<file path="src/qpb_pkg.sv">
// ----------------------------------------------------------------------------
// qpb_pkg
// Shared widths, register codes, configuration bundle and field helpers for
// the pose to base frame pipeline.
// ----------------------------------------------------------------------------
package qpb_pkg;

    localparam int COEF_W     = 18;
    localparam int POS_W      = 21;
    localparam int BASE_W     = 23;
    localparam int DIR_W      = 16;
    localparam int QUAT_W     = 16;

    localparam int DIV_NUM_W  = 50;
    localparam int DIV_DEN_W  = 33;
    localparam int DIV_Q_W    = 17;

    localparam int SQ_ROOT_W  = 28;
    localparam int SQ_ACC_W   = 57;

    localparam int CFG_ADDR_W = 6;
    localparam int CFG_DATA_W = 64;
    localparam int ROW_W      = 54;
    localparam int VEC_W      = 63;

    typedef enum logic [2:0] {
        REG_ROW0   = 3'd0,
        REG_ROW1   = 3'd1,
        REG_ROW2   = 3'd2,
        REG_TRANS  = 3'd3,
        REG_OFFSET = 3'd4
    } reg_idx_t;

    localparam logic [ROW_W-1:0] ROW0_RST = ROW_W'(65536);
    localparam logic [ROW_W-1:0] ROW1_RST = ROW_W'(65536) << 18;
    localparam logic [ROW_W-1:0] ROW2_RST = ROW_W'(65536) << 36;

    typedef struct packed {
        logic [ROW_W-1:0] row0;
        logic [ROW_W-1:0] row1;
        logic [ROW_W-1:0] row2;
        logic [VEC_W-1:0] trans;
        logic [VEC_W-1:0] offset;
    } cfg_t;

    function automatic logic signed [COEF_W-1:0] coef(cfg_t c, int i, int j);
        logic [ROW_W-1:0] row;
        row = (i == 0) ? c.row0 : ((i == 1) ? c.row1 : c.row2);
        return $signed(row[COEF_W*j +: COEF_W]);
    endfunction

    function automatic logic signed [POS_W-1:0] vec_field(logic [VEC_W-1:0] v, int i);
        return $signed(v[POS_W*i +: POS_W]);
    endfunction

endpackage

</file>
<file path="src/qpb_cfg.sv">
// ----------------------------------------------------------------------------
// qpb_cfg
// APB register file holding the calibration rotation, translation and offset.
// ----------------------------------------------------------------------------
module qpb_cfg (
    input  logic                               aclk,
    input  logic                               aresetn,
    input  logic                               psel,
    input  logic                               penable,
    input  logic                               pwrite,
    input  logic [qpb_pkg::CFG_ADDR_W-1:0]     paddr,
    input  logic [qpb_pkg::CFG_DATA_W-1:0]     pwdata,
    output logic [qpb_pkg::CFG_DATA_W-1:0]     prdata,
    output logic                               pready,
    output qpb_pkg::cfg_t                      cfg_o
);

    qpb_pkg::cfg_t     cfg_reg;
    qpb_pkg::reg_idx_t idx;
    logic              wr_en;

    assign idx    = qpb_pkg::reg_idx_t'(paddr[qpb_pkg::CFG_ADDR_W-1:3]);
    assign wr_en  = psel && penable && pwrite;
    assign pready = 1'b1;
    assign cfg_o  = cfg_reg;

    always_ff @(posedge aclk) begin
        if (!aresetn) begin
            cfg_reg.row0   <= qpb_pkg::ROW0_RST;
            cfg_reg.row1   <= qpb_pkg::ROW1_RST;
            cfg_reg.row2   <= qpb_pkg::ROW2_RST;
            cfg_reg.trans  <= '0;
            cfg_reg.offset <= '0;
        end else if (wr_en) begin
            case (idx)
                qpb_pkg::REG_ROW0:   cfg_reg.row0   <= pwdata[qpb_pkg::ROW_W-1:0];
                qpb_pkg::REG_ROW1:   cfg_reg.row1   <= pwdata[qpb_pkg::ROW_W-1:0];
                qpb_pkg::REG_ROW2:   cfg_reg.row2   <= pwdata[qpb_pkg::ROW_W-1:0];
                qpb_pkg::REG_TRANS:  cfg_reg.trans  <= pwdata[qpb_pkg::VEC_W-1:0];
                qpb_pkg::REG_OFFSET: cfg_reg.offset <= pwdata[qpb_pkg::VEC_W-1:0];
                default: ;
            endcase
        end
    end

    always_comb begin
        case (idx)
            qpb_pkg::REG_ROW0:   prdata = qpb_pkg::CFG_DATA_W'(cfg_reg.row0);
            qpb_pkg::REG_ROW1:   prdata = qpb_pkg::CFG_DATA_W'(cfg_reg.row1);
            qpb_pkg::REG_ROW2:   prdata = qpb_pkg::CFG_DATA_W'(cfg_reg.row2);
            qpb_pkg::REG_TRANS:  prdata = qpb_pkg::CFG_DATA_W'(cfg_reg.trans);
            qpb_pkg::REG_OFFSET: prdata = qpb_pkg::CFG_DATA_W'(cfg_reg.offset);
            default:             prdata = '0;
        endcase
    end

endmodule

</file>
<file path="config.mk">
export PLATFORM = sky130hd
export DESIGN_NAME = qpb_cfg
export DESIGN_NICKNAME = d
export VERILOG_FILES = /design/src/qpb_pkg.sv /design/src/qpb_cfg.sv
export SDC_FILE = /design/constraint.sdc
export NUM_CORES = 1
export LEC_CHECK = 0
export ABC_CLOCK_PERIOD_IN_PS = 1500
export BUFFER_PORTS_ARGS = -buffer_cell sky130_fd_sc_hd__buf_4
export CAP_MARGIN = 40
export CORE_ASPECT_RATIO = 1.1
export CORE_MARGIN = 5
export CORE_UTILIZATION = 45
export DETAILED_ROUTE_END_ITERATION = 8
export PLACE_DENSITY_LB_ADDON = 0.3
export SETUP_SLACK_MARGIN = 0.3
export SYNTH_ARGS = -nofsm -noshare
export SYNTH_HDL_FRONTEND = slang
export SYNTH_SLANG_ARGS = --single-unit
</file>
<file path="constraint.sdc">
create_clock -name aclk -period 1.5 [get_ports aclk]
set_input_delay 0.075 -clock aclk [delete_from_list [all_inputs] [get_ports aclk]]
set_output_delay 0.075 -clock aclk [all_outputs]
set_load 0.02 [all_outputs]
</file>
**After elaboration in Yosys (flattened, before gate mapping)**

Cells that the tools add are included.

- Eq/ne operators: 4
- Multiplexer cells: 1
- Reductions and logical operators: 8

Operator list:

| operator | count |
|---|---|
| case mux 63 bit (5 select lines) | 1 |
| AND reduction 2 bit | 5 |
| == test 3 x 2 -> 1 bit (second input constant) | 2 |
| == test 3 x 1 -> 1 bit (second input constant) | 1 |
| == test 3 bit (second input constant) | 1 |
| zero test 3 bit | 1 |
| logical AND 1 bit | 2 |

- Bits in registers: 288
- Input bits: 75
- Word-level logic and storage cells: 18

**Longest topological paths before layout**

- Depth in word-level cells: 3
- Depth in mapped cells: 6
- Depth with buffers taken out: 3

**Worst setup path after synthesis**

Ideal clock, no wire load.

- Path kind: input to output
- Start: input port paddr[3] (netlist bit)
- End: output port prdata[11] (netlist bit)
- Arrival: 1384 ps
- Required time: 1425 ps
- Slack: 41 ps
- Stages on the path: 6
- Buffers on the path: 3
- Path through: buf_2 -> buf_4 -> nor2_2 -> clkbuf_1 -> a22oi_1 -> o22ai_1

- Longest elaborated chain between the ends: 2

Ends and longest elaborated chain:

| item | RTL line | RTL |
|---|---|---|
| from (decl) | qpb_cfg.sv:11 | `input logic [qpb_pkg::CFG_ADDR_W-1:0] paddr,` |
| == test 3 bit, or another cell as far along | qpb_cfg.sv:47 | `case (idx)` |
| case mux 63 bit (5 select lines) (*) | qpb_cfg.sv:47 |  |
| to (decl) | qpb_cfg.sv:13 | `output logic [qpb_pkg::CFG_DATA_W-1:0] prdata,` |

Every way passes the cells marked *; elsewhere a longest branch is shown, timed or not.

**Final worst setup path**

- Start: register cfg_reg (netlist bit cfg_o[145])
- End: output port prdata[19] (netlist bit)

- Longest elaborated chain between the ends: 1

Ends and longest elaborated chain:

| item | RTL line | RTL |
|---|---|---|
| from (decl) | qpb_cfg.sv:18 | `qpb_pkg::cfg_t cfg_reg;` |
| case mux 63 bit (5 select lines) | qpb_cfg.sv:47 |  |

Every way passes these cells.

==> results.cfg <==
[floorplan]
die_y_um = 186
dieArea_um2 = 31500
start_util = 0.454
num_rows = 64
die_width_um = 170
fp.coreArea_um2 = 27800
pin_count = 428

[placement]
gp_congestion = 0.857
place_ws_ns = -0.0151
postPlaceCellArea_um2 = 16800
dpl.hpwl_um = 30800
portBuffers = 421
dp_cells = 2023

[yosys]
yosysMostFrequentCell = nand2_1
synthCells = 1284
synth.area.top_cells = dfxtp_1 46%, mux2i_1 23%, nand2_1 10%, a22oi_1 6.3%, mux2_2 4.7%
synth_top_area_share = 0.457
ys.flop_type = dfxtp_1
synth.distinct_cells = 26
async_flop_share = 0
synth_edf_count = 0
ys_ff_latch = 288
synthTopCellsByCount = 349 x nand2_1, 290 x mux2i_1, 288 x dfxtp_1, 106 x a22oi_1, 63 x clkbuf_1
syn-num-nets = 1359
yosys.area_share.simple = 0.114
synth_compound_area_frac = 0.0972
yosys_warnings = 0
synth_xor_xnor_area_share = 0
synthMuxAreaShare = 0.277
yosys.area_share.adder = 0
synth.avg_cell_area_um2 = 9.83
synth_top_family_by_area = multiplexers
yosysTopAreaCell = dfxtp_1
synth_seq_area_share = 0.457
syn_area_um2 = 12600

[sta]
hold_viol = 0
timing.final.ws_setup_ns = -0.188
clock.fmax_mhz = 593
finClkSkew_ns = 0
slew_viol_final = 0
finalSetupViolations = 54
hold_ws_ns = 0.126
fin_crit_sh = 1.13
rsz0062_at_grt = true
fin_setup_tns_ns = -6.56
fin_crit_ns = 1.69
slew_headroom = 0.642
worst_slew_pin_slew_ns = 0.536

[global_route]
grt_pass1_vias = 13300
track_usage = 0.289
antenna_found_initial = 0
grt_max_degree = 61
grt_pass1_wl_um = 73800
overflow = 0

[final_layout]
post-route-util = 0.748
final_nets = 1927
drive_gt1_frac = 0.539
largest_reg_flops = 288
final_cell_area_um2 = 20800
diodes = 0
syn_to_final_growth_pct = 64.7
fin_cells = 2236

[drt]
vias = 12900
drt_iter0_markers = 1210
wl_met1_um = 18800
top_layer_used = met4
avgViaCountPerCell = 5.77
drc = 0
wl_um = 50800
drtAntennaViolNets = 0
wl_met2_um = 25300
dr_wl_met3_um = 3740
drt-pass1-iter-count = 5
wl_per_cell_um = 22.7

[clocking]
clock_latency_ns = 0.54
clkTransAtPathRegs_ns = 0.07
numCtsBuffers = 29
clockBufferDepth = 3
clkSinkCount = 288
clock-root-buffer = clkbuf_16
htree_num_levels = 1
tritoncts = built

[critical_path]
required_ns = 1.42
crit_path_end_kind = output pin
cp_max_fo = 3
cp_data_arrival_time_ns = 1.61
critical_path_class = reg -> out
critPathLaunchType = flop

[pwr]
p_total_mw = 17.2
max-vdd-ir-drop_mv = 0.838
leakage_nw = 8.30
pwr_density_cell_nw_per_um2 = 825

[run]
cap_violations = 0

[outcome]
violations = setup timing
status = complete, but fails checks

[worst_hold_path]
hold_class = in -> reg
layout by cell type, fill, tap and decap left out, drive strengths merged, types with 2 or more instances in the layout:
cell type / netlist / routed
a22o: 9 / 9
a22oi: 106 / 106
buf: 51 / 585
bufinv: 0 / 4
clkbuf: 63 / 43
clkinv: 0 / 4
conb: 2 / 2
dfxtp: 288 / 288
dlygate4sd3: 0 / 63
inv: 0 / 2
mux2: 53 / 53
mux2i: 290 / 290
nand2: 349 / 349
nor2: 3 / 3
nor2b: 8 / 8
nor3b: 3 / 3
o22ai: 53 / 53
power breakdown:
part / internal [mW] / total [mW] / switching [mW]
Sequential: 7.70 / 7.76 / 0.0565
Clock: 4.68 / 7.78 / 3.10
Combinational: 0.696 / 1.63 / 0.935
Total: 13.1 / 17.2 / 4.10
path summary, 6_finish.rpt:
| path | startpoint | endpoint | slack [ns] | depth (start not counted) |
|---|---|---|---|---|
| worst min-delay path | paddr[3] | cfg_o[287]$_SDFFE_PN0P_ | 0.13 | 4 |
| worst max-delay path | cfg_o[145]$_SDFFE_PN0P_ | prdata[19] | -0.19 | 4 |
| worst min register to register | cfg_o[80]$_SDFFE_PN0P_ | cfg_o[80]$_SDFFE_PN0P_ | 0.46 | 2 |
| worst max register to register | cfg_o[101]$_SDFFE_PN0P_ | cfg_o[101]$_SDFFE_PN0P_ | 0.58 | 5 |
layer usage:
layer / up-vias / global-route usage
li1: 5651 / -
met5: - / 0
met2: 761 / 0.513
met4: 0 / 0.149
met1: 6269 / 0.335
met3: 211 / 0.0501
timing repair:
action / CTS / global route
endpoints found under the hold margin: 288 / 0
resized for setup: 383 / 148
hold buffers: 64 / 0
gates cloned: 0 / 2
setup buffers: 69 / 26
pin swaps: 36 / 40
endpoints found under the setup margin: 100 / 244
critical path: stages, from the launching register on:
cell and delay, ns:
dfxtp_2 0.34, mux2_4 0.29, a22oi_2 0.17, o22ai_2 0.11, buf_6 0.17
logic make-up after synthesis:
family / Yosys count
buffers and inverters: 114
flip-flops: 288
multiplexers: 343
AND/OR/NAND/NOR: 366
other: 2
AO/OA/AOI/OAI: 171
area by class of cell:
cell class                 instances  area, µm²
clock buffer                      41        861
sequential                       288       6040
clock inverter                    11        169
multi-input combinational        882       6950
timing repair buffer             651       6320
fill                            1699       6990
tap                              363        454
(Power assumes the default switching activity.)
