--- src/qpb_pkg.sv ---
// ----------------------------------------------------------------------------
// qpb_pkg
// Shared widths, register codes, configuration bundle and field helpers for
// the pose to base frame pipeline.
// ----------------------------------------------------------------------------
package qpb_pkg;

    localparam int COEF_W     = 18;
    localparam int POS_W      = 21;
    localparam int BASE_W     = 23;
    localparam int DIR_W      = 16;
    localparam int QUAT_W     = 16;

    localparam int DIV_NUM_W  = 50;
    localparam int DIV_DEN_W  = 33;
    localparam int DIV_Q_W    = 17;

    localparam int SQ_ROOT_W  = 28;
    localparam int SQ_ACC_W   = 57;

    localparam int CFG_ADDR_W = 6;
    localparam int CFG_DATA_W = 64;
    localparam int ROW_W      = 54;
    localparam int VEC_W      = 63;

    typedef enum logic [2:0] {
        REG_ROW0   = 3'd0,
        REG_ROW1   = 3'd1,
        REG_ROW2   = 3'd2,
        REG_TRANS  = 3'd3,
        REG_OFFSET = 3'd4
    } reg_idx_t;

    localparam logic [ROW_W-1:0] ROW0_RST = ROW_W'(65536);
    localparam logic [ROW_W-1:0] ROW1_RST = ROW_W'(65536) << 18;
    localparam logic [ROW_W-1:0] ROW2_RST = ROW_W'(65536) << 36;

    typedef struct packed {
        logic [ROW_W-1:0] row0;
        logic [ROW_W-1:0] row1;
        logic [ROW_W-1:0] row2;
        logic [VEC_W-1:0] trans;
        logic [VEC_W-1:0] offset;
    } cfg_t;

    function automatic logic signed [COEF_W-1:0] coef(cfg_t c, int i, int j);
        logic [ROW_W-1:0] row;
        row = (i == 0) ? c.row0 : ((i == 1) ? c.row1 : c.row2);
        return $signed(row[COEF_W*j +: COEF_W]);
    endfunction

    function automatic logic signed [POS_W-1:0] vec_field(logic [VEC_W-1:0] v, int i);
        return $signed(v[POS_W*i +: POS_W]);
    endfunction

endpackage

--- src/qpb_isqrt.sv ---
// ----------------------------------------------------------------------------
// qpb_isqrt
// Pipelined integer square root (floor), one root bit per stage.
// ----------------------------------------------------------------------------
module qpb_isqrt (
    input  logic                              aclk,
    input  logic                              en,
    input  logic [qpb_pkg::SQ_ACC_W-2:0]      val_i,
    output logic [qpb_pkg::SQ_ROOT_W-1:0]     root_o
);

    localparam int AW = qpb_pkg::SQ_ACC_W;
    localparam int RW = qpb_pkg::SQ_ROOT_W;

    logic [AW-1:0] v_reg  [RW];
    logic [AW-1:0] r_reg  [RW];
    logic [AW-1:0] v_next [RW];
    logic [AW-1:0] r_next [RW];
    logic [AW-1:0] v_in   [RW];
    logic [AW-1:0] r_in   [RW];
    logic [AW-1:0] bit_v  [RW];
    logic [AW-1:0] trial  [RW];

    always_comb begin
        for (int s = 0; s < RW; s++) begin
            if (s == 0) begin
                v_in[s] = {1'b0, val_i};
                r_in[s] = '0;
            end else begin
                v_in[s] = v_reg[s-1];
                r_in[s] = r_reg[s-1];
            end
            bit_v[s] = AW'(1) << (2 * (RW - 1 - s));
            trial[s] = r_in[s] + bit_v[s];
            if (v_in[s] >= trial[s]) begin
                v_next[s] = v_in[s] - trial[s];
                r_next[s] = (r_in[s] >> 1) + bit_v[s];
            end else begin
                v_next[s] = v_in[s];
                r_next[s] = r_in[s] >> 1;
            end
        end
    end

    always_ff @(posedge aclk) begin
        if (en) begin
            for (int s = 0; s < RW; s++) begin
                v_reg[s] <= v_next[s];
                r_reg[s] <= r_next[s];
            end
        end
    end

    assign root_o = r_reg[RW-1][RW-1:0];

endmodule

--- config.mk ---
export PLATFORM = sky130hd
export DESIGN_NAME = qpb_isqrt
export DESIGN_NICKNAME = d
export VERILOG_FILES = /design/src/qpb_pkg.sv /design/src/qpb_isqrt.sv
export SDC_FILE = /design/constraint.sdc
export NUM_CORES = 2
export LEC_CHECK = 0
export BUFFER_PORTS_ARGS = -buffer_cell sky130_fd_sc_hd__buf_2
export CAP_MARGIN = 20
export CORE_ASPECT_RATIO = 1.4
export CORE_UTILIZATION = 55
export DETAILED_ROUTE_END_ITERATION = 16
export GPL_ROUTABILITY_DRIVEN = 0
export GPL_TIMING_DRIVEN = 0
export PLACE_DENSITY = 0.71
export SLEW_MARGIN = 20
export SYNTH_ARGS = -nofsm -noshare
export SYNTH_HDL_FRONTEND = slang
export SYNTH_SLANG_ARGS = --single-unit
--- constraint.sdc ---
create_clock -name aclk -period 4.1 [get_ports aclk]
set_clock_uncertainty 0.05 [all_clocks]
set_input_delay 0.41 -clock aclk [delete_from_list [all_inputs] [get_ports aclk]]
set_output_delay 0.41 -clock aclk [all_outputs]
set_load 0.01 [all_outputs]
## After elaboration in Yosys (flattened, before gate mapping)

Memories as Yosys holds them, arrays and structs flattened.
Index checks and enable logic that the tools add are counted.

- Magnitude comparators: 28
- Add/subtract/negate cells: 82
- Muxes and demuxes: 58

Operator list:

| operator | number |
|---|---|
| 57-bit 2-to-1 mux | 55 |
| 57-bit greater-or-equal comparator | 27 |
| 57-bit subtractor | 27 |
| 56-bit by 1-bit adder with 57-bit output, second input constant | 1 |
| 56-bit by 11-bit adder with 57-bit output, second input constant | 1 |
| 56-bit by 13-bit adder with 57-bit output, second input constant | 1 |
| 56-bit by 15-bit adder with 57-bit output, second input constant | 1 |
| 56-bit by 17-bit adder with 57-bit output, second input constant | 1 |
| 56-bit by 19-bit adder with 57-bit output, second input constant | 1 |
| 56-bit by 21-bit adder with 57-bit output, second input constant | 1 |
| 56-bit by 23-bit adder with 57-bit output, second input constant | 1 |
| 56-bit by 25-bit adder with 57-bit output, second input constant | 1 |
| 56-bit by 27-bit adder with 57-bit output, second input constant | 1 |
| 56-bit by 29-bit adder with 57-bit output, second input constant | 1 |
| 56-bit by 3-bit adder with 57-bit output, second input constant | 1 |
| 56-bit by 31-bit adder with 57-bit output, second input constant | 1 |
| 56-bit by 33-bit adder with 57-bit output, second input constant | 1 |
| 56-bit by 35-bit adder with 57-bit output, second input constant | 1 |
| 56-bit by 37-bit adder with 57-bit output, second input constant | 1 |
| 56-bit by 39-bit adder with 57-bit output, second input constant | 1 |
| 56-bit by 41-bit adder with 57-bit output, second input constant | 1 |
| 56-bit by 43-bit adder with 57-bit output, second input constant | 1 |
| 56-bit by 45-bit adder with 57-bit output, second input constant | 1 |
| 56-bit by 47-bit adder with 57-bit output, second input constant | 1 |
| other kinds (37) | 38 |

- Logic and storage cells: 170
- Bits in writable memories: 3192
- Memories kept: 2
- Flip-flop bits (word level): 0

Memories:

| name | depth | bits a word | read ports | clocked after memory_dff | write ports | RTL line | text |
|---|---|---|---|---|---|---|---|
| r_reg | 28 | 57 | 28 | 0 | 28 | qpb_isqrt.sv:16 | `logic [AW-1:0] r_reg [RW];` |
| v_reg | 28 | 57 | 27 | 0 | 28 | qpb_isqrt.sv:15 | `logic [AW-1:0] v_reg [RW];` |

## Depth between registers and ports, before layout

An unclocked memory read counts as a cell.

- Word-level depth: 4
- Depth in mapped cells: 14
- Gate-level depth less buffers: 11

## Least setup slack after synthesis

Ideal clock, no wire load.

- Path kind: flip-flop to flip-flop
- Start point: memory v_reg[1][139] (netlist bit)
- End point: memory v_reg[1][223] (netlist bit), data pin
- Stages on the path, launching flop included: 11
- Library setup time: 0.258 ns
- Arrival: 3.042 ns
- Path slack: 0.751 ns
- Required time: 3.792 ns
- Buffers on the path: 1
- Cells stage by stage: edfxtp_1 -> ha_1 -> clkbuf_1 -> nand3_1 -> nor2_1 -> a41oi_1 -> a211o_1 -> and2_1 -> or4_1 -> or4b_2 -> xnor2_1

RTL lines:

| item | RTL line |
|---|---|
| start, declared | qpb_isqrt.sv:15 |

==> run summary <==
largest family of logic cells by synthesized area - simple AND/OR/NAND/NOR gates
synthesized area - 93600 sq um
DRT Wirelength - 232000 um
Design Power - 55.6 mW
pin count of the biggest net entering global routing - 160
dpl hpwl - 175000 um
clock-pin slew on the worst setup and hold paths - 0.06 ns
Post-synth top cells - 1945 x edfxtp_1, 523 x inv_1, 485 x nand2_1, 432 x ha_1, 418 x nor2_1
vias in the first global route - 60700
largest area contributor in the netlist - edfxtp_1
CTS tree - done
CP Max Fanout - 10
Largest delay share family, worst path - simple AND/OR/NAND/NOR gates
first-pass GRT wire length - 350000 um
Vias/cell - 6.04
Critical Path RT - 4.59 ns
Synth Net Count - 7909
Worst setup EP type - flop
peak supply drop - 0.000483 V
CTS max path bufs - 3
clk_lat worst skew - 0.85 ns
die width - 351 um
CTS H-tree depth - 4
fin cells - 10200
Total GRT Usage - 26.8%
top_reg_cell synth - edfxtp_1
Worst path max stage delay - 0.59 ns
Post-synth EDFFs - 1945
grt ovf - 0
Adder-Cell Fraction of Synth Area - 5.77%
port buffer count - 85
Yosys reg bits - 1945
drt drc - 0
Die Area - 172000 sq um
Root Buffer - clkbuf_16
status - finished clean
Netlist cell types - 98
Yosys warning count - 0
Site Rows - 178
Synth async-reset ratio - 0%
Core ar. - 169000 sq um
Setup crit start kind - flop
mux contribution to synthesized area - 0.777%
Synth Instances - 7419
top cells by area, synth - edfxtp_1 62%, ha_1 5.8%, xor2_1 3.6%
Die H - 490 um
register area share after synthesis - 62.4%
Final Slew Violations - 0
share of the synthesized area in the top cell type - 62.4%
DR vias - 61400
Synth Area in Simple Gates - 12.4%
CP dominant cell by count - a21oi_1
Worst Tran Pin Value - 1.04 ns
Nets - 8246
critical path class - flop to flop
Max Cap Violations - 0
drt wl/cell - 22.8 um
count leader, synth - edfxtp_1
Synth-to-Final Area Change - 11.5%
cts bufs inserted - 180
post-synthesis compound-gate area fraction - 9.44%
crit share post-route - 98.7%
worst-path cell chain - inv_1 -> ha_1 -> nor4b_2 -> nand4_1 -> nor4_1 -> a21oi_1 -> and3_1 -> nand2_1 -> clkbuf_2 -> clkbuf_4 -> a21oi_1
starting density of the core - 55.5%
Fin. Hold Viols - 0
Final Setup Violations - 0
Rel. slew slack - 29.9%
share of layout cells above drive strength 1 - 7.52%
Post-Synth XOR/XNOR Area - 6.45%
DRT iter0 DRCs - 5217
post-route ant nets - 0
Critical-path top delay cell - nor4_1
final hold slack - 0.232 ns
total I/O pin count - 86
power density over the cells - 532 nW/um^2
syn_area_per_cell - 12.6 sq um
max FFs per register - 1539
HP Class - input pin to flop
initial antenna violation count - 10
Worst Path Arrival - 4.54 ns
placed insts - 9769
static leakage - 38.9 nW
setup_tns - 0 ns
f_max - 247 MHz
First-pass DRT Iterations - 6
Final Critical Period - 4.05 ns
fin util - 61.9%
CP Buf/Inv Count - 3
Sink Count - 1945
cells by family after synthesis:
logic type	Yosys count
muxes	66
xor gates and xnor gates	689
adders and majority gates	432
AOI/OAI and AO/OA	1407
buffers and inverters	679
and+or+nand+nor	2201
DFF	1945
layout by cell type, fill, tap and decap left out, types with 40 or more instances in the layout:
master,instances
ha_1,431
nand2_1,484
inv_1,523
nand2b_1,81
clkinv_1,40
and3_1,48
or3_1,92
a211oi_1,49
clkbuf_16,182
clkbuf_1,115
o21ai_0,368
nor2b_1,53
buf_2,112
o211ai_1,41
dlygate4sd3_1,57
nand3_1,122
a31oi_1,44
a21oi_1,404
o31ai_1,45
nor4_1,266
a21o_1,130
edfxtp_1,1945
or4_1,73
o21a_1,80
nor2_1,417
nor3_1,215
xnor2_1,302
mux2_2,52
nand4_1,106
nor4b_1,46
xor2_1,387
path summary, 6_finish.rpt:
| check | slack [ns] | cells past startpoint | endpoint | startpoint |
|---|---|---|---|---|
| min reg2reg | 0.39 | 0 | v_reg[0][700] | v_reg[0][643] |
| max reg2reg | 0.05 | 11 | v_reg[1][253] | r_reg[1][187] |
| max | 0.05 | 11 | v_reg[1][253] | r_reg[1][187] |
| min | 0.23 | 2 | v_reg[0][3] | val_i[3] |
repair_timing:
action | CTS | global route
gates cloned | 0 | 2
hold buffers | 57 | 0
gates resized for setup | 27 | 39
setup endpoints to repair | 175 | 460
pin swaps | 1 | 0
hold endpoints to repair | 137 | 0
setup buffers | 1 | 1
report_power, final:
group / internal, mW / switching [mW] / total (mW)
clock network: 9.70 / 7.65 / 17.4
logic: 4.42 / 6.76 / 11.2
registers: 25.0 / 2.01 / 27.0
area by class of cell:
type / instances / area (sq um)
clock inverters: 134 / 1620
plain buffers: 146 / 619
repair buffers: 161 / 1470
flip-flops and latches: 1945 / 58400
multi-input cells: 4795 / 32900
clock buffers: 200 / 4580
fillers: 12700 / 64200
inverters: 527 / 1980
well taps: 2250 / 2820
diodes: 6 / 15.0
per-stage QoR:
stage,setup WS [ns],instance area (sq um)
after floorplan,0.751,93600
final,0.0525,104000
after global placement,-26.81,96900
after global routing,-0.00434,104000
after detailed placement,-0.904,97300
after CTS,0.00559,104000
per-layer routing:
| metal | vias to the layer above | share of wire (%) | global-route usage [%] |
|---|---|---|---|
| met3 | 719 | 5.1 | 4.06 |
| met5 | - | 0.018 | 0 |
| li1 | 28700 | - | - |
| met1 | 29800 | 35 | 28.5 |
| met2 | 2189 | 52 | 48.2 |
| met4 | 6 | 8.1 | 19.0 |
Note: power is estimated with default switching activity, not from simulation.
